File: config.mk
export PLATFORM = sky130hd
export DESIGN_NAME = sacl_stats
export DESIGN_NICKNAME = d
export VERILOG_FILES = /design/src/rtl/core/sacl_pkg.sv /design/src/rtl/core/sacl_stats.sv
export SDC_FILE = /design/constraint.sdc
export NUM_CORES = 1
export LEC_CHECK = 0
export BUFFER_PORTS_ARGS = -buffer_cell sky130_fd_sc_hd__buf_4
export CELL_PAD_IN_SITES_DETAIL_PLACEMENT = 1
export CELL_PAD_IN_SITES_GLOBAL_PLACEMENT = 1
export CORE_MARGIN = 10
export CORE_UTILIZATION = 40
export CTS_CLUSTER_SIZE = 14
export DETAILED_ROUTE_END_ITERATION = 12
export GPL_ROUTABILITY_DRIVEN = 0
export PLACE_DENSITY_LB_ADDON = 0.1
export RECOVER_POWER = 50
export SKIP_LAST_GASP = 1
export SLEW_MARGIN = 0
export SYNTH_ARGS = -nofsm -noshare
export SYNTH_HDL_FRONTEND = slang
export SYNTH_SLANG_ARGS = --single-unit
File: constraint.sdc
create_clock -name clk -period 3.6 [get_ports clk]
set_input_delay 0.18 -clock clk [delete_from_list [all_inputs] [get_ports clk]]
set_output_delay 0.18 -clock clk [all_outputs]
set_load 0.02 [all_outputs]
File: src/rtl/core/sacl_pkg.sv
// shared types, codes and defaults of the set-associative lru cache model
package sacl_pkg;

    localparam int DEF_MAX_SET_BITS = 6;
    localparam int DEF_MAX_WAYS     = 8;
    localparam int DEF_COUNT_WIDTH  = 32;

    localparam int ADDR_W     = 64;
    localparam int TAG_W      = 64;
    localparam int MODE_W     = 2;
    localparam int OUTCOME_W  = 2;
    localparam int HITS_W     = 2;
    localparam int TOTAL_W    = 32;
    localparam int CFG_IDX_W  = 2;
    localparam int CFG_DATA_W = 6;

    localparam int SET_BITS_W   = 3;
    localparam int BLOCK_BITS_W = 6;
    localparam int WAYS_CFG_W   = 4;

    localparam logic [SET_BITS_W-1:0]   SET_BITS_RST   = 3'd4;
    localparam logic [BLOCK_BITS_W-1:0] BLOCK_BITS_RST = 6'd4;
    localparam logic [WAYS_CFG_W-1:0]   WAYS_RST       = 4'd1;

    typedef enum logic [MODE_W-1:0] {
        MODE_LOAD   = 2'd0,
        MODE_STORE  = 2'd1,
        MODE_MODIFY = 2'd2,
        MODE_UNUSED = 2'd3
    } mode_t;

    typedef enum logic [OUTCOME_W-1:0] {
        OUTCOME_HIT   = 2'd0,
        OUTCOME_MISS  = 2'd1,
        OUTCOME_EVICT = 2'd2
    } outcome_t;

    typedef enum logic [CFG_IDX_W-1:0] {
        CFG_SET_BITS   = 2'd0,
        CFG_BLOCK_BITS = 2'd1,
        CFG_WAYS       = 2'd2
    } cfg_idx_t;

    typedef struct packed {
        logic              hit;
        logic              evict;
        logic [HITS_W-1:0] hits_added;
    } lookup_res_t;

endpackage

File: src/rtl/core/sacl_stats.sv
// saturating hit, miss and eviction totals
module sacl_stats
    import sacl_pkg::*;
#(
    parameter int COUNT_WIDTH = DEF_COUNT_WIDTH
) (
    input  logic               clk,
    input  logic               rst_n,
    input  logic               upd,
    input  lookup_res_t        res,
    output logic [TOTAL_W-1:0] total_hits,
    output logic [TOTAL_W-1:0] total_misses,
    output logic [TOTAL_W-1:0] total_evictions
);

    logic [COUNT_WIDTH-1:0] hit_total_reg;
    logic [COUNT_WIDTH-1:0] miss_total_reg;
    logic [COUNT_WIDTH-1:0] evict_total_reg;
    logic [COUNT_WIDTH-1:0] hit_total_next;
    logic [COUNT_WIDTH-1:0] miss_total_next;
    logic [COUNT_WIDTH-1:0] evict_total_next;
    logic [63:0]            hits_wide;
    logic [63:0]            misses_wide;
    logic [63:0]            evictions_wide;

    function automatic logic [COUNT_WIDTH-1:0] sat_add(
        input logic [COUNT_WIDTH-1:0] total,
        input logic [HITS_W-1:0]      n
    );
        logic [COUNT_WIDTH:0] sum;
        sum = {1'b0, total} + (COUNT_WIDTH + 1)'(n);
        return sum[COUNT_WIDTH] ? {COUNT_WIDTH{1'b1}} : sum[COUNT_WIDTH-1:0];
    endfunction

    assign hit_total_next   = sat_add(hit_total_reg, res.hits_added);
    assign miss_total_next  = sat_add(miss_total_reg, HITS_W'(!res.hit));
    assign evict_total_next = sat_add(evict_total_reg, HITS_W'(res.evict));

    always_ff @(posedge clk or negedge rst_n)
    begin
        if (!rst_n)
        begin
            hit_total_reg   <= '0;
            miss_total_reg  <= '0;
            evict_total_reg <= '0;
        end
        else if (upd)
        begin
            hit_total_reg   <= hit_total_next;
            miss_total_reg  <= miss_total_next;
            evict_total_reg <= evict_total_next;
        end
    end

    // reported in the low word, zero-padded for narrow counters
    assign hits_wide       = 64'(hit_total_reg);
    assign misses_wide     = 64'(miss_total_reg);
    assign evictions_wide  = 64'(evict_total_reg);
    assign total_hits      = hits_wide[TOTAL_W-1:0];
    assign total_misses    = misses_wide[TOTAL_W-1:0];
    assign total_evictions = evictions_wide[TOTAL_W-1:0];

endmodule

==> metrics.txt <==
status finished, violations left; failing checks capacitance limit, slew limit; r2r endpoint total_hits[22]$_DFFE_PN0P_; Placed Instances 840; grt total ovfl 0; critical path data arrival time 3.16 ns; CTS sink count 96; HP Class input port to flop; P_leak 2.65 nW; num rows 42; Layout Cells excl Fill 857; Diodes inserted 0; RR Startpoint total_hits[0]$_DFFE_PN0P_; clock latency reported for the late side of the worst-skew pair 0.35 ns; Post-Syn Area 5360 um2; Hold Fails Final Rpt 0; crit-path leading delay family buffers and inverters; Peak Freq 375 MHz; final setup fails 0; multi-input logic area 2800 um2; nets 690; Initial Utilization 40.7%; Vias/cell 6.01; FF+latch area 2400 um2; via count 5149; Startpoint Class input port; PD cells 460 nW/um2; drt initial violations 352; worst hold start res[0]; Least-Margin Pin Slew 2.56 ns; global-route wire length before repair 27900 um; Resized cells post-CTS 0; placed wire-length estimate 12600 um; Clock Pin Slew Worst Setup and Hold Paths 0.06 ns; drt drc 0; drt wl/cell 20.0 um; worst vdd ir 339 uV; vias in the first global route 5322; fin crit share 74.0%; WHS Endpoint total_hits[0]$_DFFE_PN0P_; Synth Instances 576; CP Capture Type asynchronous set/reset pin; Req. time, crit path 4.09 ns; share of layout cells above drive strength 1 7.34%; cells on worst reg2reg path 7; setup ws final 0.936 ns; critical path class input port to asynchronous set/reset pin; Die Footprint 18400 um2; first-pass iteration count of the detailed router 4; origin of the worst setup path rst_n; WHS Path Cells 4; max cap viols 1; Ys Warns 0; flop2flop setup slack 1.03 ns; H-tree depth 3; crit path max fanout 44; core area 13200 um2; initial antenna violation count 0; critical-path cell list dlygate4sd3_1, clkbuf_1, buf_4; hold_buf cts 1; Layout fillers 1600; Crit. path cell count 3; RSZ-0062 raised after global routing false; Crit path largest cell delay 1.80 ns; Netlist cell types 48; largest net degree at the start of global routing 45; final WL 17200 um; Synth top area share 44.8%; Slew HR -70.9%; GRT Total Usage 18.5%; CP max-delay cell clkbuf_1; Horiz. Die Dim 136 um; Clock Skews 0.00865 ns; post-route ant nets 0; Post-synth EDFFs 0; syn nets 590; clock buffer depth 2; Final Max Slew Viols 45; Synth area leaders dfrtp_1 45%, nand3_1 6.4%, nand2_1 4.6%; TNS Setup 0 ns; area leader, netlist dfrtp_1; # IOs 103; Final min period 2.66 ns; Die H 136 um; Setup WS pre-CTS 1.04 ns; #FFs+latches synth 96; fraction of registers with async set/reset 100%; Synth Flop Type dfrtp_1; Buffers on Ports 102; Syn Area/Cell 9.31 um2; CTS buffer count 9; post-CTS setup buffers 0; sequential fraction of the synthesis area 44.8%; CTS tree yes; clock root cell clkbuf_16; area grow syn2layout 16.3%; crit path buf inv count 3
[worst max-delay path by stage]
stage | slack (ns) | to
finish | 0.94 | total_evictions[14]$_DFFE_PN0P_
global route | 0.46 | total_evictions[13]$_DFFE_PN0P_
CTS | 1.02 | total_hits[22]$_DFFE_PN0P_
detailed placement | 1.04 | total_hits[22]$_DFFE_PN0P_
global placement | 1.21 | total_hits[22]$_DFFE_PN0P_
floorplan | 1.24 | total_hits[22]$_DFFE_PN0P_
[registers in the layout, summed over array words and instances (netlist names)]
name             flops
total_evictions     32
total_hits          32
total_misses        32
[layout by cell type (no fill, tap or decap), types with 2 or more instances in the layout]
cell type  netlist  layout
and2_1           4       4
or4_1           19      19
mux2i_1          8       8
a41oi_1          5       5
a21oi_1         31      31
o21ai_0         16      16
nor4_1          12      12
clkinv_2         0       2
nand4_1         35      35
buf_4            2       9
nand2b_1         2       2
nor3_1          20      20
a31oi_1         10      10
nor2_1          20      20
nand4_4          2       2
nand2_1         66      66
inv_1           19      19
mux2_2          12      12
xor2_1          12      12
and4_1          14      14
clkbuf_8         0       2
nand4_2          3       3
dfrtp_1         96      96
or3_1           10      10
o41ai_1          6       6
or4_4            3       3
and3_1          16      16
xnor2_1          8       8
nor4_2           2       2
clkbuf_16        0       9
clkbuf_1        10      99
o31ai_1         17      17
ha_1             6       6
nand3_1         69      69
[final cells by class]
type,instances,area share [%]
multi-input cells,443,44.9
flip-flops and latches,96,38.5
repair buffers,107,7.08
clock buffers,13,4.17
well taps,176,3.53
inverters,19,1.14
clock inverters,3,0.642
[worst min-delay path, stage by stage]
cell	delay (ns)
buf_4	0.08
ha_1	0.11
mux2i_1	0.06
nand2_1	0.06
[synthesized netlist by cell type (10+ instances only)]
cell type	number
mux2_2	12
nor3_1	20
xor2_1	12
clkbuf_1	10
nand2_1	66
and4_1	14
dfrtp_1	96
nand3_1	69
a21oi_1	31
inv_1	19
nand4_1	35
or3_1	10
o21ai_0	16
or4_1	19
o31ai_1	17
nor4_1	12
nor2_1	20
and3_1	16
a31oi_1	10
[report_power, final]
part | internal, mW | switching (mW)
Combinational | 0.164 | 0.353
Sequential | 1.18 | 0.167
Clock | 0.576 | 0.426
[layer usage]
layer	wire length [um]	GRT usage, %
met1	7730	23.5
met2	8400	30.8
met5	0	0
met4	246	5.86
met3	773	3.78
[metrics by stage]
step	utilization [%]	cell area, um2	hold WS (ns)	total power [mW]
2_1_floorplan	-	5360	-0.116	1.67
3_3_place_gp	47.7	6290	0.230	1.94
3_5_place_dp	47.7	6290	0.235	1.98
4_1_cts	50.0	6600	0.181	2.98
5_1_grt	47.3	6240	0.216	3.03
6_report	47.3	6240	0.183	2.87
[kinds of logic after synthesis]
kind of cell,count (synthesis),synth area share (%)
fa+ha+maj,7,1.77
simple gates,307,32.8
buf+inv,37,2.99
mux,20,4.01
flops,96,44.8
xor+xnor,20,3.27
compound gates,89,10.4
No activity file was read; power rests on OpenSTA's default activity.
