<file path="src/rtl/core/sacl_pkg.sv">
// shared types, codes and defaults of the set-associative lru cache model
package sacl_pkg;

    localparam int DEF_MAX_SET_BITS = 6;
    localparam int DEF_MAX_WAYS     = 8;
    localparam int DEF_COUNT_WIDTH  = 32;

    localparam int ADDR_W     = 64;
    localparam int TAG_W      = 64;
    localparam int MODE_W     = 2;
    localparam int OUTCOME_W  = 2;
    localparam int HITS_W     = 2;
    localparam int TOTAL_W    = 32;
    localparam int CFG_IDX_W  = 2;
    localparam int CFG_DATA_W = 6;

    localparam int SET_BITS_W   = 3;
    localparam int BLOCK_BITS_W = 6;
    localparam int WAYS_CFG_W   = 4;

    localparam logic [SET_BITS_W-1:0]   SET_BITS_RST   = 3'd4;
    localparam logic [BLOCK_BITS_W-1:0] BLOCK_BITS_RST = 6'd4;
    localparam logic [WAYS_CFG_W-1:0]   WAYS_RST       = 4'd1;

    typedef enum logic [MODE_W-1:0] {
        MODE_LOAD   = 2'd0,
        MODE_STORE  = 2'd1,
        MODE_MODIFY = 2'd2,
        MODE_UNUSED = 2'd3
    } mode_t;

    typedef enum logic [OUTCOME_W-1:0] {
        OUTCOME_HIT   = 2'd0,
        OUTCOME_MISS  = 2'd1,
        OUTCOME_EVICT = 2'd2
    } outcome_t;

    typedef enum logic [CFG_IDX_W-1:0] {
        CFG_SET_BITS   = 2'd0,
        CFG_BLOCK_BITS = 2'd1,
        CFG_WAYS       = 2'd2
    } cfg_idx_t;

    typedef struct packed {
        logic              hit;
        logic              evict;
        logic [HITS_W-1:0] hits_added;
    } lookup_res_t;

endpackage

</file>
<file path="src/rtl/core/sacl_lru.sv">
// tag match, victim choice and age update over one set row
module sacl_lru
    import sacl_pkg::*;
#(
    parameter int MAX_WAYS = DEF_MAX_WAYS,
    localparam int AGE_W = (MAX_WAYS > 1) ? $clog2(MAX_WAYS) : 1,
    localparam int WAY_W = (MAX_WAYS > 1) ? $clog2(MAX_WAYS) : 1,
    localparam int ENT_W = TAG_W + AGE_W + 1,
    localparam int ROW_W = MAX_WAYS * ENT_W
) (
    input  logic                row_init,
    input  logic [ROW_W-1:0]    row_rd,
    input  logic [MAX_WAYS-1:0] active,
    input  logic [TAG_W-1:0]    tag,
    input  logic                modify,
    output logic [ROW_W-1:0]    row_wr,
    output lookup_res_t         res
);

    localparam logic [AGE_W-1:0] AGE_MAX = AGE_W'(MAX_WAYS - 1);

    logic [MAX_WAYS-1:0] line_v;
    logic [AGE_W-1:0]    line_age [MAX_WAYS];
    logic [TAG_W-1:0]    line_tag [MAX_WAYS];
    logic [MAX_WAYS-1:0] match;
    logic [MAX_WAYS-1:0] free;
    logic                hit;
    logic                found_free;
    logic [WAY_W-1:0]    hit_way;
    logic [WAY_W-1:0]    free_way;
    logic [WAY_W-1:0]    victim;
    logic [AGE_W-1:0]    best;
    logic [WAY_W-1:0]    slot;
    logic [AGE_W-1:0]    old_age;

    // a row never written reads as all invalid with zero ages
    always_comb
    begin
        for (int i = 0; i < MAX_WAYS; i++)
        begin
            line_v[i]   = row_init & row_rd[i*ENT_W + ENT_W - 1];
            line_age[i] = row_init ? row_rd[i*ENT_W + TAG_W +: AGE_W] : '0;
            line_tag[i] = row_rd[i*ENT_W +: TAG_W];
            match[i]    = active[i] & line_v[i] & (line_tag[i] == tag);
            free[i]     = active[i] & ~line_v[i];
        end
    end

    always_comb
    begin
        hit_way  = '0;
        free_way = '0;
        for (int i = MAX_WAYS - 1; i >= 0; i--)
        begin
            if (match[i])
            begin
                hit_way = WAY_W'(i);
            end
            if (free[i])
            begin
                free_way = WAY_W'(i);
            end
        end
    end

    // oldest active line, lowest way on a tie
    always_comb
    begin
        best   = '0;
        victim = '0;
        for (int i = 0; i < MAX_WAYS; i++)
        begin
            if (active[i] && (i == 0 || line_age[i] > best))
            begin
                best   = line_age[i];
                victim = WAY_W'(i);
            end
        end
    end

    assign hit        = |match;
    assign found_free = |free;
    assign slot       = found_free ? free_way : victim;
    assign old_age    = line_age[hit_way];

    always_comb
    begin
        for (int i = 0; i < MAX_WAYS; i++)
        begin
            row_wr[i*ENT_W +: ENT_W] = {line_v[i], line_age[i], line_tag[i]};
            if (hit)
            begin
                if (WAY_W'(i) == hit_way)
                begin
                    row_wr[i*ENT_W + TAG_W +: AGE_W] = '0;
                end
                else if (active[i] && line_v[i] && line_age[i] < old_age)
                begin
                    row_wr[i*ENT_W + TAG_W +: AGE_W] = line_age[i] + 1'b1;
                end
            end
            else
            begin
                if (WAY_W'(i) == slot)
                begin
                    row_wr[i*ENT_W +: ENT_W] = {1'b1, {AGE_W{1'b0}}, tag};
                end
                else if (active[i] && line_v[i] && line_age[i] < AGE_MAX)
                begin
                    row_wr[i*ENT_W + TAG_W +: AGE_W] = line_age[i] + 1'b1;
                end
            end
        end
    end

    always_comb
    begin
        res.hit   = hit;
        res.evict = ~hit & ~found_free;
        if (hit)
        begin
            res.hits_added = modify ? HITS_W'(2) : HITS_W'(1);
        end
        else
        begin
            res.hits_added = modify ? HITS_W'(1) : HITS_W'(0);
        end
    end

endmodule

</file>
<file path="config.mk">
export PLATFORM = sky130hd
export DESIGN_NAME = sacl_lru
export DESIGN_NICKNAME = d
export VERILOG_FILES = /design/src/rtl/core/sacl_pkg.sv /design/src/rtl/core/sacl_lru.sv
export SDC_FILE = /design/constraint.sdc
export NUM_CORES = 1
export LEC_CHECK = 0
export BUFFER_PORTS_ARGS = -buffer_cell sky130_fd_sc_hd__buf_2
export CORE_AREA = 2 2 453 455
export DETAILED_ROUTE_END_ITERATION = 16
export DIE_AREA = 0 0 455 457
export GPL_ROUTABILITY_DRIVEN = 1
export GPL_TIMING_DRIVEN = 0
export SLEW_MARGIN = 20
export SYNTH_ARGS = -nofsm -noshare
export SYNTH_HDL_FRONTEND = slang
export SYNTH_SLANG_ARGS = --single-unit
</file>
<file path="constraint.sdc">
create_clock -name vclk -period 18
set_clock_uncertainty 0.2 [all_clocks]
set_input_delay 0.9 -clock vclk [all_inputs]
set_output_delay 0.9 -clock vclk [all_outputs]
set_load 0.01 [all_outputs]
</file>
==> run_results.csv <==
group,metric,value,unit
routing,drtIter0Drc,2529,
job,maxCapViolations,0,
layout,seq_cell_count,0,
synth,synth_xor_area_frac,0.270,
routing,final_antenna_net_count,0,
clock_network,cts_hold_buf,0,
global_route,grt_pass1_vias,22300,
global_route,gr-total-overflow,0,
power_and_ir_drop,p_total,1.15,mW
layout,area_delta_synth_final,56.6,%
setup_path,crit_required,16.90,ns
layout,num-nets-final,3774,
synth,syn_nets,2653,
floorplan,dieArea,0.208,mm^2
synth,synthMuxAreaShare,0.392,
synth,synth_warnings,0,
sta,whs,1.90,ns
routing,drc,0,
floorplan,die_width,455,um
placed_design,post-dp-hpwl,281,mm
synth,ys_seq_area_frac,0,
synth,netlist_area,0.0170,mm^2
setup_path,slowest_delay,0.50,ns
synth,yosys.area_share.simple,0.151,
setup_path,end_kind,"output port",
floorplan,die-height,457,um
worst_hold_path,hp-class,"input pin to output port",
layout,fin_cells,5909,
sta,max_freq,57.8,MHz
sta,hold_violations,0,
placed_design,io_buffers,1096,
layout,nClkBuffers,0,
routing,wl,310,mm
synth,synth.distinct_cells,89,
global_route,grt_max_degree,20,
layout,layout-drive-gt1-share,0.566,
global_route,grt_first_pass_wirelength,356,mm
layout,utilization,0.131,
layout,final-seq-area,0,um^2
synth,synth_adder_area_share,0.0270,
setup_path,crit_fanout,19,
sta,setup_tns,0,ns
floorplan,initial_core_util,0.0834,
synth,synth_top_family_by_area,"multiplexers",
setup_path,crit_type,"input pin to output port",
sta,period_minus_slack,17.29,ns
floorplan,rows,166,
sta,rsz0062_at_grt,"no",
sta,fin_crit_sh,0.961,
setup_path,critPathLaunchType,"input pin",
power_and_ir_drop,power_leakage,11.5,nW
outcome,status,"finished, final reports clean",
global_route,track_usage,0.284,
sta,worst_slew_margin_rel,0.159,
sta,worstMarginPinSlew,1.25,ns
sta,slew_viol_final,0,
synth,synth_compound_area_frac,0.0855,
floorplan,io_pins,1166,
routing,vias,24200,
synth,synth_area_per_cell,8.48,um^2
floorplan,core-area,0.203,mm^2
routing,drtPass1Iterations,5,
power_and_ir_drop,p_per_area,43.4,mW/mm^2
sta,setup_viol,0,
routing,avgViaCountPerCell,4.10,
global_route,antenna_found_initial,347,
placed_design,dpl.cell_count,5799,
setup_path,crit_arrival,16.19,ns
synth,syn_inst,2000,
placed_design,place_congestion,0.977,
routing,post_drt_wl_per_cell,52.5,um
power_and_ir_drop,peakVddDrop,0.0166,mV
setup_path,slowest_stage,"or4_1",
-- synth_stat cells, drive strengths merged (6+ instances only) --
library cell	number	share of area
nor2b	8	0.0030
nor4	76	0.028
nor3b	6	0.0027
o22ai	6	0.0022
xnor2	245	0.13
and2	11	0.0041
nand2	100	0.022
buf	94	0.042
nand3	42	0.013
a31oi	18	0.0066
a211oi	8	0.0038
o21ai	43	0.013
nand4	80	0.030
clkbuf	112	0.025
o211ai	7	0.0031
inv	38	0.0084
or4	8	0.0035
and3	6	0.0022
o21a	9	0.0040
mux2	520	0.39
or2	7	0.0026
a21oi	40	0.014
nand2b	12	0.0044
nor3	37	0.011
nor2	56	0.013
xor2	277	0.14
ha	35	0.026
-- power breakdown --
part / total, mW / internal [mW] / switching (mW)
Sequential: 0 / 0 / 0
Clock: 0.000000624 / 0.000000624 / 0
Combinational: 1.15 / 0.372 / 0.780
-- cell usage in the layout (no fill, tap or decap), types with 37 or more instances in the layout --
cell | synthesis | routed
mux2_2 | 305 | 305
nor4_1 | 76 | 62
buf_2 | 11 | 1113
inv_1 | 37 | 37
nand3_1 | 41 | 41
buf_6 | 41 | 44
o21ai_0 | 41 | 41
nand2_1 | 98 | 98
mux2_4 | 196 | 196
xnor2_1 | 245 | 240
xor2_1 | 277 | 276
nor2_1 | 53 | 53
clkbuf_1 | 112 | 96
diode_2 | 0 | 102
nand4_1 | 80 | 80
-- cell families after synthesis --
family / after synthesis
AOI/OAI and AO/OA: 202
buffers and inverters: 244
and+or+nand+nor: 470
muxes: 525
adders and majority gates: 37
xor gates and xnor gates: 522
-- metal layers --
layer,vias to the layer above,global-route usage,share of wire
li1,9542,-,-
met1,11800,0.313,0.37
met2,2035,0.492,0.49
met3,716,0.102,0.10
met4,74,0.112,0.048
met5,-,0,0.0016
-- cell type report --
type | count | area [um^2]
Inverter | 38 | 143
Multi-Input combinational cell | 1756 | 15900
Timing Repair Buffer | 1120 | 5760
Antenna cell | 102 | 255
Fill cell | 23700 | 177000
Tap cell | 2688 | 3360
Buffer | 205 | 1160
-- worst paths after layout --
| path | slack [ns] | endpoint | cells after the start | startpoint |
|---|---|---|---|---|
| min | 1.90 | res[0] | 3 | modify |
| max | 0.71 | row_wr[416] | 63 | row_init |
-- timing repair --
action | in CTS | in global routing
gates resized for setup | 1 | 3
endpoints found under the hold margin | 0 | 0
setup buffers | 9 | 0
pin swaps | 2 | 0
setup endpoints to repair | 341 | 373
-- metrics by stage --
stage | instance area (um^2) | setup slack (ns)
2_1_floorplan | 17000 | 4.10
3_3_place_gp | 25800 | -1.19
3_5_place_dp | 26200 | -0.983
4_1_cts | 26300 | 0.481
5_1_grt | 26500 | 0.0219
6_report | 26500 | 0.706
-- worst max-delay path: cells and delay by family --
family,cells,cell delay (ns)
AO/OA/AOI/OAI,18,3.89
multiplexers,5,1.90
AND/OR/NAND/NOR,20,3.99
buffers and inverters,12,3.22
adder cells (fa/ha/maj),8,2.18
Note: power is estimated with default switching activity, not from simulation.
