File: config.mk
export PLATFORM = sky130hd
export DESIGN_NAME = sacl_ram
export DESIGN_NICKNAME = d
export VERILOG_FILES = /design/src/rtl/core/sacl_ram.sv
export SDC_FILE = /design/constraint.sdc
export NUM_CORES = 1
export LEC_CHECK = 0
export ABC_AREA = 1
export BUFFER_PORTS_ARGS = -buffer_cell sky130_fd_sc_hd__buf_2
export CORE_UTILIZATION = 30
export CTS_CLUSTER_DIAMETER = 50
export DETAILED_ROUTE_END_ITERATION = 10
export GPL_ROUTABILITY_DRIVEN = 0
export PLACE_DENSITY = 0.45
export SETUP_SLACK_MARGIN = 0.1
export SYNTH_ARGS = -nofsm -noshare
export SYNTH_HDL_FRONTEND = slang
export SYNTH_SLANG_ARGS = --single-unit
export TNS_END_PERCENT = 20
File: constraint.sdc
create_clock -name clk -period 3.1 [get_ports clk]
set_input_delay 0.155 -clock clk [delete_from_list [all_inputs] [get_ports clk]]
set_output_delay 0.155 -clock clk [all_outputs]
set_load 0.01 [all_outputs]
File: src/rtl/core/sacl_ram.sv
// generic single-write, single-read ram with registered read data
module sacl_ram #(
    parameter int WIDTH = 8,
    parameter int DEPTH = 16,
    localparam int ADDR_W = (DEPTH > 1) ? $clog2(DEPTH) : 1
) (
    input  logic              clk,
    input  logic              we,
    input  logic [ADDR_W-1:0] waddr,
    input  logic [WIDTH-1:0]  wdata,
    input  logic              re,
    input  logic [ADDR_W-1:0] raddr,
    output logic [WIDTH-1:0]  rdata
);

    logic [WIDTH-1:0] mem_reg [DEPTH];
    logic [WIDTH-1:0] rdata_reg;

    always_ff @(posedge clk)
    begin
        if (we)
        begin
            mem_reg[waddr] <= wdata;
        end
        if (re)
        begin
            rdata_reg <= mem_reg[raddr];
        end
    end

    assign rdata = rdata_reg;

endmodule

==> results, run 1 <==
- In this run the mean area of a mapped cell was 10.61 sq um.
- The global-route wire length before repair is 21,810 um.
- The worst clock skew is 0.006636 ns.
- The remaining global-route overflow is 0.
- The worst vdd rail ir drop is 378.7 uV.
- The start of the worst register-to-register path is mem_reg[7][0].
- Buffers inserted during clock tree synthesis total 17.
- The worst-margin pin slew is 0.9923 ns.
- The maximum count of clock buffers along a single path is 2.
- The share of the synthesized area in compound gates (AO/OA/AOI/OAI) is 0%.
- The area share of the largest cell type after synthesis is 69.85%.
- The starting utilization of the core area is 30.95%.
- The tool flagged a number of max-cap violations equal to 0.
- The number of global-route vias before repair is 3,649.
- The synthesized design spends more area on one cell type than any other, namely sky130_fd_sc_hd__edfxtp_1.
- The number of endpoints with negative hold slack in the final report was 0.
- The end of the worst register-to-register path is rdata[0].
- The mean routed wirelength per cell is 16.76 um.
- The setup path with the least slack is of type in -> reg.
- Power spread over the standard cell area amounts to 637.6 nW/um^2.
- The post-route netlist has 9.677% of its cells at a drive strength greater than 1.
- The synthesized instance count is 551.
- For this design the static power due to leakage is 2.826 nW.
- For this run, design rule violations remaining after detail routing come to 0.
- The average via count per standard cell is 4.389.
- During I/O placement, the number of pins put on the boundary was 27.
- STA puts the critical path data required time at 3.26 ns.
- The number of nets in the synthesized netlist is 570.
- The power consumption is 0.004294 W.
- The highest metal layer carrying signal wires in the routed design is met4.
- Setup violations remaining at the end of the flow were counted as 0.
- Leaving out fill and tap cells, the most frequent cell in the layout is sky130_fd_sc_hd__nand2_1.
- Synthesis inferred 136 register bits.
- Counting the fill cells in the layout gives 1,941.
- Summing all flip-flop and latch instances after layout gives 4084 sq um.
- The hold slack is 0.1037 ns.
- Grouping stages by cell kind, the critical path spends the most delay in buffers and inverters.
- The via total after detailed routing is 3,726.
- The maximum frequency from static timing analysis is 0.6974 GHz.
- Dividing the final minimum period by the clock period gives 46.26%.
- Detailed routing placed a total of 6672 um of wire on met2.
- For this block, the routed nets add up to 14,230 um of wire.
- The Yosys warning count is 0.
- The count of port buffers added during placement is 26.
- The all-layer global routing usage is 15.31%.
- The post-synthesis cell area is 5847 sq um.
- Summing all multi-input logic gate instances after layout gives 1214 sq um.
- The count of cells resized by post-cts repair is 0.
- After synthesis, the largest family of logic cells by area is simple AND/OR/NAND/NOR gates.
- STA classifies the critical path startpoint as a primary input.
- The library cell contributing the largest single delay on the critical path is sky130_fd_sc_hd__inv_2.
- The detailed router put a total of 6631 um of wire on met1.
- The top cell types in the final layout, fill and taps aside, are 173 x sky130_fd_sc_hd__nand2_1, 136 x sky130_fd_sc_hd__edfxtp_1, 100 x sky130_fd_sc_hd__inv_1.
- The cell chosen for the clock root is sky130_fd_sc_hd__clkbuf_16.
- The flip-flop count of the largest register, all copies and words added is 128.
- The count of final max-slew check failures is 0.
- The clock tree synthesis step divided the H-tree into 4 levels.
- The number of antenna violations at the first check in global routing is 0.
- Entering global routing, the biggest net connects 65 pins.
- STA classifies the critical path endpoint as a flop.
- The headroom to the max-slew limit is 33.60%.
- The run finished with clean final reports.
- Setup repair after global routing left no endpoint under its margin.
- The number of nets in the layout is 595.
- After floorplanning, the core was sized to cover 18,890 sq um.
- By area the synthesized netlist is led by sky130_fd_sc_hd__edfxtp_1 70%, sky130_fd_sc_hd__nand2_1 11%, sky130_fd_sc_hd__nand3_1 8.3%.
- The die is 141.6 um tall.
- The length in cells of the worst reg-to-reg path is 6.
- The critical path's largest stage delay is 0.41 ns.
- 0 antenna diodes ended up in the layout.
- The first detailed-routing pass ran for 5 iterations.
- Setup total negative slack on the finished layout was measured at 0 ns.
- The first routing iteration left 298 violations.
- The launch point of the worst hold path is re.
- The die is 141.6 um wide.
- Detailed placement ended at an HPWL of 8873 um.
- The adder-cell share of the synthesized area is 0%.
- Data arrives at the worst endpoint at 1.60 ns.
- The clock sink count is 136.
- After detailed placement, the total cell area comes to 6166 sq um.
- Among the stages of the critical path, the cell type that occurs most often is sky130_fd_sc_hd__nand3_1.
- The clock period minus worst slack is 1.434 ns.
- Clock-pin slew was measured on the worst setup and hold paths at 0.06 ns.
- Of the total synthesized cell area, the portion taken by XOR and XNOR cells is 0%.
- The clock latency on the worst-skew pair is 0.41 ns.
- Counting distinct cell types in the post-synthesis netlist gives 11.
- The simple-gate area share of the yosys netlist is 20.76%.
- The maximum fanout count along the critical path is 30.
- The residual antenna-violating net count after detailed routing is 0.
- The sum of met3 wire segment lengths after detailed routing is 673 um.
- Traced cell by cell, the critical path runs through buf_2 > inv_2 > buf_4 > nand2_1 > nand3_1 > nand3_1 > nand3_1 > nand2_1.
- The post-CTS setup-driven buffer insertion count is 0.
- The clock tree from TritonCTS is done.
- Of the post-synthesis cell area, the part taken by muxes is 0%.
- The die area is 20,050 sq um.
- The hold-critical path depth is 1.
- The sequential area share after synthesis is 69.85%.
- In this run, post-CTS hold repair placed 0 buffers.
- For hold timing, the worst endpoint is rdata[7].
- The number of buffers and inverters on the critical path is 3.
- Setup slack on the worst reg-to-reg path comes out at 1.84 ns.
- The floorplan has 50 rows.
- The area added between synthesis and finish is 15.19%.
- The class of the tightest hold or removal check is in -> reg.
- The final design instance area without fill is 6735 sq um.
routing by layer:
layer / track usage, % / vias to the layer above
li1: - / 1829
met1: 20.25 / 1777
met2: 24.53 / 104
met3: 3.341 / 16
met4: 5.942 / 0
met5: 0 / -
per-stage QoR:
step	std cells	util [%]	worst slack, ns
after floorplan	551	-	1.994
final	849	35.65	1.666
after CTS	849	35.65	1.699
after detailed placement	817	32.64	1.262
after global routing	849	35.65	1.569
after global placement	817	32.64	1.264
power by group:
| part | leakage, nW | internal [W] | switching [W] |
|---|---|---|---|
| registers | 1.24 | 0.00207 | 0.0000110 |
| clock network | 0.277 | 0.00125 | 0.000716 |
| logic | 1.31 | 0.0000647 | 0.000184 |
cell usage after synthesis:
cell                       number
sky130_fd_sc_hd__inv_2          2
sky130_fd_sc_hd__buf_2         13
sky130_fd_sc_hd__nand2_1      173
sky130_fd_sc_hd__buf_6          6
sky130_fd_sc_hd__nand3_1       97
sky130_fd_sc_hd__nand3b_1       2
sky130_fd_sc_hd__buf_1          1
sky130_fd_sc_hd__inv_1        100
sky130_fd_sc_hd__nor2_1        17
sky130_fd_sc_hd__buf_4          4
sky130_fd_sc_hd__edfxtp_1     136
layout make-up:
| type | count | share of cell area, % |
|---|---|---|
| Tap cell | 260 | 4.830 |
| Timing Repair Buffer | 30 | 2.378 |
| Sequential cell | 136 | 60.64 |
| Clock buffer | 20 | 6.483 |
| Clock inverter | 12 | 1.969 |
| Inverter | 102 | 5.685 |
| Multi-Input combinational cell | 289 | 18.02 |
how the worst max path moves through the flow:
stage                         from              to  slack (ns)  cells after the start
final                     raddr[0]        rdata[7]        1.67                      8
after global routing      raddr[0]        rdata[7]        1.57                      8
after CTS                 raddr[0]        rdata[0]        1.70                      8
after detailed placement  raddr[0]        rdata[7]        1.26                      8
after global placement    raddr[0]        rdata[7]        1.26                      8
after floorplan           waddr[2]  mem_reg[10][0]        1.99                      2
kinds of logic (layout without fill, tap and decap cells):
kind of cell           after synthesis  in the layout
buffers and inverters              126            164
DFF                                136            136
and+or+nand+nor                    289            289
No activity file was read; power rests on OpenSTA's default activity.
==> run 2: changes to the inputs <==
--- a/config.mk
+++ b/config.mk
@@ -5,13 +5,13 @@
 export SDC_FILE = /design/constraint.sdc
 export NUM_CORES = 1
 export LEC_CHECK = 0
-export ABC_AREA = 1
+export ABC_AREA = 0
 export BUFFER_PORTS_ARGS = -buffer_cell sky130_fd_sc_hd__buf_2
 export CORE_UTILIZATION = 30
 export CTS_CLUSTER_DIAMETER = 50
 export DETAILED_ROUTE_END_ITERATION = 10
 export GPL_ROUTABILITY_DRIVEN = 0
-export PLACE_DENSITY = 0.45
+export PLACE_DENSITY = 0.46
 export SETUP_SLACK_MARGIN = 0.1
 export SYNTH_ARGS = -nofsm -noshare
 export SYNTH_HDL_FRONTEND = slang
==> constraint.sdc (replaced) <==
create_clock -name clk -period 1.2 [get_ports clk]
set_input_delay 0.06 -clock clk [delete_from_list [all_inputs] [get_ports clk]]
set_output_delay 0.06 -clock clk [all_outputs]
set_load 0.01 [all_outputs]
==> results, run 2 <==
- The number of nets in the layout is 323 (-46%).
- The synthesized area per cell is 22.83 sq um (+120%).
- The worst-margin pin slew is 0.8497 ns (-0.1427 ns).
- The post-CTS setup-driven buffer insertion count came to 0 (unchanged).
- The number of endpoints with negative hold slack in the final report is 0 (unchanged).
- Setup repair after global routing could not meet its margin everywhere.
- The number of register bits inferred by synthesis was 136 (unchanged).
- The number of synthesized flops with an enable pin is 136 (unchanged).
- The HPWL after detailed placement is 7259 um (-18%).
- In the post-synthesis netlist, the cell with the most instances is sky130_fd_sc_hd__edfxtp_1.
- The number of placed I/O pins is 27 (unchanged).
- The total wirelength of the detailed-routed design was 10,970 um (-23%).
- The height of the chip is 134.0 um (-5.4%).
- The leakage power is 2.176 nW (-23%).
- The worst setup slack after layout is -0.2336 ns (-1.900 ns).
- The cell row count is 47 (-6.0%).
- The pin count of the biggest net entering global routing came to 18 (-72%).
- The residual antenna-violating net count after detailed routing is 0 (unchanged).
- The total CTS buffers is 17 (unchanged).
- The area inside the core boundary came to 16,820 sq um (-11%).
- The final total negative setup slack is -1.688 ns (-1.688 ns).
- The slowest stage of the critical path is the sky130_fd_sc_hd__mux4_2 cell.
- The headroom to the max-slew limit was 43.24% (+9.6 points).
- The dominant delay contributor by cell family on the critical path is multiplexers.
- The sequential area share after synthesis is 78.12% (+8.3 points).
- The worst vdd rail ir drop came to 1062 uV (+180%).
- The maximum fanout count along the critical path came to 1 (-97%).
- The area share of the largest cell type after synthesis is 78.12% (+8.3 points).
- The via total after detailed routing was 2,483 (-33%).
- The combinational group share of total power is 5.3% (-0.5 points).
- The remaining global-route overflow is 0 (unchanged).
- The H-tree level count is 4 (unchanged).
- The fraction of final layout cells with drive strength greater than 1 is 44.48% (+35 points).
- The global-route wire length before repair is 16,750 um (-23%).
- The sort of element at the start of the critical path is a flop.
- The worst endpoint required time is 1.37 ns (-1.89 ns).
- The type of the worst setup path is reg -> reg.
- The count of port buffers added during placement was 26 (unchanged).
- The count of buffering cells on the critical path with inverters included is 1 (-2).
- The post-synthesis cell area is 5228 sq um (-11%).
- The leading cell type in the layout, fill and taps excluded is sky130_fd_sc_hd__edfxtp_1.
- The Yosys warning count came to 0 (unchanged).
- The number of antenna repair diodes is 0 (unchanged).
- Counting I/O delays and the setup requirement, the final critical path takes 1.434 ns.
- The flip-flop count of the largest register, all copies and words added came to 128 (unchanged).
- STA classifies the critical path endpoint as a flop.
- The clock latency on the worst-skew pair is 0.41 ns (about the same).
- The power per unit of standard cell area is 1712 nW/um^2 (+170%).
- The max-capacitance violation count is 0 (unchanged).
- The arrival time at the worst endpoint is 1.60 ns (about the same).
- The number of antenna violations at the first check in global routing is 0 (unchanged).
- The checks that failed: negative setup slack.
- The setup-violating endpoint count in the final report came to 8 (+8).
- The class of the tightest hold or removal check is in -> reg.
- The number of hold buffers added after cts is 0 (unchanged).
- The clock tree from TritonCTS is done.
- The sequential power share is 48.0% (-0.5 points).
- After layout, the worst path uses 119.5% of the clock period.
- The count of final max-slew check failures is 0 (unchanged).
- The average via count per standard cell is 4.624 (+5.4%).
- The maximum count of clock buffers along a single path is 2 (unchanged).
- The all-layer global routing usage was 13.48% (-1.8 points).
- The worst clock skew is 0.006654 ns (+0.00001801 ns).
- The width of the chip came to 134.0 um (-5.4%).
- The power share of the clock group was 46.7% (+1.0 points).
- The library cells used most frequently in the layout, excluding fill and tap cells, are 136 x sky130_fd_sc_hd__edfxtp_1, 32 x sky130_fd_sc_hd__mux4_2, 32 x sky130_fd_sc_hd__buf_4.
- The number of optimization iterations in the first detailed-route pass is 4 (-1).
- The critical path goes through mux4_2 > a22oi_2 > buf_4 > nand2_2.
- The synthesized net count is 248 (-56%).
- The number of global-route vias before repair is 2,595 (-29%).
- The clock sink count came to 136 (unchanged).
- The starting utilization of the core area is 31.08% (+0.13 points).
- The clock-pin slew reported for the worst setup and hold paths after clock tree synthesis was 0.06 ns (about the same).
- The area added between synthesis and finish is 25.20%.
- The pre-CTS setup slack is -0.3884 ns (-1.650 ns).
- Ranked by instance count, the synthesized netlist is headed by 136 x sky130_fd_sc_hd__edfxtp_1, 18 x sky130_fd_sc_hd__mux4_2, 16 x sky130_fd_sc_hd__a22oi_1, 14 x sky130_fd_sc_hd__mux4_1, 13 x sky130_fd_sc_hd__nor2_1.
- The synthesized instance count is 229 (-58%).
- The internal power consumption is 0.008895 W (+160%).
- The biggest area contributor in the post-synthesis netlist is sky130_fd_sc_hd__edfxtp_1.
- The mean routed wirelength per cell is 20.43 um (+22%).
- The post-synthesis async set-or-reset flop share was 0% (unchanged).
- The total DRC errors in the routed layout is 0 (unchanged).
- The maximum frequency from static timing analysis is 0.6975 GHz.
- The switching share of total power was 20.60% (-0.61 points).
- Ranked by total cell area, the synthesized netlist is headed by sky130_fd_sc_hd__edfxtp_1 78%, sky130_fd_sc_hd__mux4_2 7.8%, sky130_fd_sc_hd__mux4_1 7.0%.
- The predominant post-synthesis flop cell is sky130_fd_sc_hd__edfxtp_1.
- The DRC violation total after the first TritonRoute iteration is 187 (-37%).
- The run finished, with violations left.
- The distinct cell type count of the synthesized netlist is 18 (+7).
- Clock tree synthesis selected as its root buffer the cell sky130_fd_sc_hd__clkbuf_16.
- The net switching power of the design was 0.002308 W (+150%).
- The die area is 17,960 sq um (-10%).
- The critical path's largest stage delay is 0.48 ns (+0.07 ns).
==> run 2: repair_timing <==
| action | in CTS | in global routing |
|---|---|---|
| resized for setup | 6 | 0 |
| setup endpoints to repair | 8 | 8 |
| cloned | 0 | 0 |
| pin swaps | 0 | 1 |
==> run 2: cell type report <==
class | instances | area [sq um]
clock buffer | 17 | 425.4
clock inverter | 15 | 178.9
fill | 1555 | 10270
multi-input combinational | 83 | 1051
sequential | 136 | 4084
tap | 220 | 275.3
timing repair buffer | 66 | 530.5
==> run 2: worst paths after layout <==
kind / slack [ns] / endpoint / start / cells after the start
worst min register to register: 0.74 / rdata[1] / mem_reg[14][1] / 3
worst max-delay path: -0.23 / rdata[4] / mem_reg[11][4] / 4
worst min-delay path: 0.02 / rdata[7] / re / 1
worst max register to register: -0.23 / rdata[4] / mem_reg[11][4] / 4
==> run 2: logic make-up after synthesis <==
group	synth area share [%]
multiplexers	14.79
AO/OA/AOI/OAI	2.298
AND/OR/NAND/NOR	3.136
flip-flops	78.12
buffers and inverters	1.651
==> run 2: per-layer routing <==
metal	vias up	part of all wire, %	GRT usage, %	wire [um]
met3	17	3.3	3.401	360
met2	49	48	20.70	5241
met1	1300	47	17.74	5126
li1	1117	-	-	-
met4	0	2.2	6.818	243
met5	-	0	0	0
==> run 2: power groups by stage <==
stage	logic [W]	registers (W)	clock network [W]
CTS	0.000610	0.00538	0.00534
detailed placement	0.000597	0.00548	0
global route	0.000648	0.00539	0.00550
global placement	0.000591	0.00548	0
finish	0.000593	0.00538	0.00523
floorplan	0.000299	0.00548	0
==> run 2: through the flow <==
step           power [W]  util (%)  instance area, sq um  hold slack, ns  cells
2_1_floorplan   0.005783         -                  5230          0.1589    229
6_report         0.01120     38.92                  6545         0.01637    537
3_5_place_dp    0.006079     35.17                  5916          0.4437    505
5_1_grt          0.01154     38.92                  6545         0.01149    537
3_3_place_gp    0.006072     35.17                  5916          0.4440    505
4_1_cts          0.01133     38.92                  6545        0.002709    537
==> run 3: changes to the inputs <==
--- a/config.mk
+++ b/config.mk
@@ -7,11 +7,13 @@
 export LEC_CHECK = 0
 export ABC_AREA = 0
 export BUFFER_PORTS_ARGS = -buffer_cell sky130_fd_sc_hd__buf_2
+export CORE_ASPECT_RATIO = 1.2
 export CORE_UTILIZATION = 30
 export CTS_CLUSTER_DIAMETER = 50
 export DETAILED_ROUTE_END_ITERATION = 10
 export GPL_ROUTABILITY_DRIVEN = 0
 export PLACE_DENSITY = 0.46
+export RECOVER_POWER = 25
 export SETUP_SLACK_MARGIN = 0.1
 export SYNTH_ARGS = -nofsm -noshare
 export SYNTH_HDL_FRONTEND = slang
==> results, run 3 (same netlist as run 2, synthesis figures left out) <==
- The internal power consumption is 0.009084 W (+2.1%).
- The combinational group share of total power came to 4.9% (-0.4 points).
- The leakage power came to 2.129 nW (-2.2%).
- The pin count of the biggest net entering global routing came to 17 (-1).
- The via total after detailed routing came to 2,475 (-0.32%).
- The final design instance area without fill is 6481 sq um (-0.97%).
- The width of the chip is 122.5 um (-8.6%).
- The global-route wire length before repair is 16,330 um (-2.5%).
- The class of the tightest hold or removal check is in -> reg.
- The starting utilization of the core area is 30.78% (-0.30 points).
- The residual antenna-violating net count after detailed routing came to 0 (unchanged).
- The all-layer global routing usage was 13.24% (-0.24 points).
- The worst clock skew is 0.007767 ns (+0.001112 ns).
- The clock sink count was 136 (unchanged).
- The remaining global-route overflow is 0 (unchanged).
- The fraction of final layout cells with drive strength greater than 1 is 40.97% (-3.5 points).
- The H-tree level count is 4 (unchanged).
- Setup repair after global routing could not meet its margin everywhere.
- The switching share of total power is 20.23% (-0.37 points).
- The number of placed I/O pins was 27 (unchanged).
- The number of hold buffers added after cts is 0 (unchanged).
- The count of port buffers added during placement is 26 (unchanged).
- The sequential power share is 47.2% (-0.8 points).
- The maximum fanout count along the critical path is 1 (unchanged).
- The power per unit of standard cell area is 1757 nW/um^2 (+2.7%).
- The number of endpoints with negative hold slack in the final report came to 0 (unchanged).
- The average via count per standard cell is 4.705 (+1.8%).
- TritonCTS built the clock tree.
- The worst endpoint required time is 1.36 ns (about the same).
- The clock period minus worst slack is 1.411 ns (-0.02226 ns).
- The number of antenna violations at the first check in global routing was 0 (unchanged).
- The clock-pin slew reported for the worst setup and hold paths after clock tree synthesis came to 0.06 ns (about the same).
- The worst vdd rail ir drop came to 878.1 uV (-17%).
- The count of final max-slew check failures is 0 (unchanged).
- The leading cell type in the layout, fill and taps excluded is sky130_fd_sc_hd__edfxtp_1.
- The area added between synthesis and finish is 23.98%.
- The DRC violation total after the first TritonRoute iteration is 154 (-18%).
- The maximum count of clock buffers along a single path is 2 (unchanged).
- The arrival time at the worst endpoint is 1.57 ns (-0.03 ns).
- The number of global-route vias before repair was 2,572 (-0.89%).
- The worst-margin pin slew is 0.9125 ns (+0.06285 ns).
- The height of the chip is 146.6 um (+9.4%).
- The die area is 17,960 sq um (about the same).
- The total wirelength of the detailed-routed design was 10,830 um (-1.3%).
- The worst setup path is of the reg -> reg kind.
- The area inside the core boundary was 16,980 sq um (+0.97%).
- The endpoint class of the critical path is a flop.
- The number of antenna repair diodes is 0 (unchanged).
- The setup-violating endpoint count in the final report was 8 (unchanged).
- The number of nets in the layout came to 316 (-2.2%).
- The final reports fail on negative setup slack.
- The sort of element at the start of the critical path is a flop.
- The power share of the clock group is 47.8% (+1.1 points).
- The total DRC errors in the routed layout is 0 (unchanged).
- The max-capacitance violation count was 0 (unchanged).
- The total placed instance area is 5833 sq um (-1.4%).
- The total CTS buffers is 17 (unchanged).
- The mean routed wirelength per cell is 20.58 um (+0.74%).
- The clock latency on the worst-skew pair is 0.41 ns (about the same).
- The maximum frequency from static timing analysis is 0.7085 GHz (+1.6%).
- CTS placed an instance of sky130_fd_sc_hd__clkbuf_16 at the clock tree root.
- The flip-flop count of the largest register, all copies and words added is 128 (unchanged).
- The worst setup slack after layout is -0.2113 ns (+0.02226 ns).
- Leaving out fill and tap cells, the most frequent cells in the layout are 136 x sky130_fd_sc_hd__edfxtp_1, 32 x sky130_fd_sc_hd__mux4_2, 27 x sky130_fd_sc_hd__buf_4.
- The net switching power of the design is 0.002304 W (-0.17%).
- The headroom to the max-slew limit is 38.94% (-4.3 points).
- The HPWL after detailed placement is 7338 um (+1.1%).
- The final total negative setup slack is -1.346 ns (+0.3419 ns).
- The cell row count came to 52 (+11%).
- The ratio of final minimum period to clock period is 117.6% (-1.9 points).
- The number of optimization iterations in the first detailed-route pass is 4 (unchanged).
- The run finished, with violations left.
==> run 3: through the flow <==
stage	hold slack, ns	power (W)	worst slack [ns]	utilization [%]	instances
finish	0.01636	0.01139	-0.2113	38.17	526
global route	0.006671	0.01173	-0.2442	38.17	526
CTS	0.01375	0.01148	-0.2222	38.13	526
detailed placement	0.4448	0.006047	-0.4343	34.35	494
global placement	0.4468	0.006039	-0.4511	34.35	494
floorplan	0.1589	0.005783	-0.06637	-	229
==> run 3: path summary, 6_finish.rpt <==
check	end	slack, ns	from	cells after the start
setup / recovery	rdata[4]	-0.21	mem_reg[3][4]	3
hold reg to reg	rdata[3]	0.74	mem_reg[14][3]	3
setup reg to reg	rdata[4]	-0.21	mem_reg[3][4]	3
hold / removal	rdata[5]	0.02	re	1
==> run 3: repair_timing <==
action / CTS / global route
pin swaps: 2 / 1
setup endpoints to repair: 8 / 8
gates resized for setup: 3 / 3
setup buffers: 0 / 0
endpoints found under the hold margin: 0 / 0
==> run 3: layout make-up <==
type	instances	area, sq um
Clock buffer	17	425.4
Clock inverter	15	201.4
Fill cell	1527	10500
Multi-Input combinational cell	83	1056
Sequential cell	136	4084
Tap cell	216	270.3
Timing Repair Buffer	59	444.2
==> run 3: critical path: stages (launching register included) <==
cell and delay, ns:
sky130_fd_sc_hd__edfxtp_1 0.37, sky130_fd_sc_hd__mux4_2 0.50, sky130_fd_sc_hd__a22oi_2 0.21, sky130_fd_sc_hd__nand2_1 0.08
==> run 3: power groups by stage <==
stage | clock network, W | registers (W) | logic (W)
after floorplan | 0 | 0.00548 | 0.000299
after global placement | 0 | 0.00548 | 0.000562
after detailed placement | 0 | 0.00548 | 0.000567
after CTS | 0.00552 | 0.00538 | 0.000574
after global routing | 0.00572 | 0.00539 | 0.000616
final | 0.00545 | 0.00538 | 0.000561
==> run 3: per-layer routing <==
| layer | share of wire, % | track usage [%] | routed length, um |
|---|---|---|---|
| met1 | 44 | 16.84 | 4720 |
| met2 | 51 | 21.71 | 5532 |
| met3 | 4.0 | 3.164 | 428 |
| met4 | 1.3 | 4.939 | 144 |
| met5 | 0 | 0 | 0 |
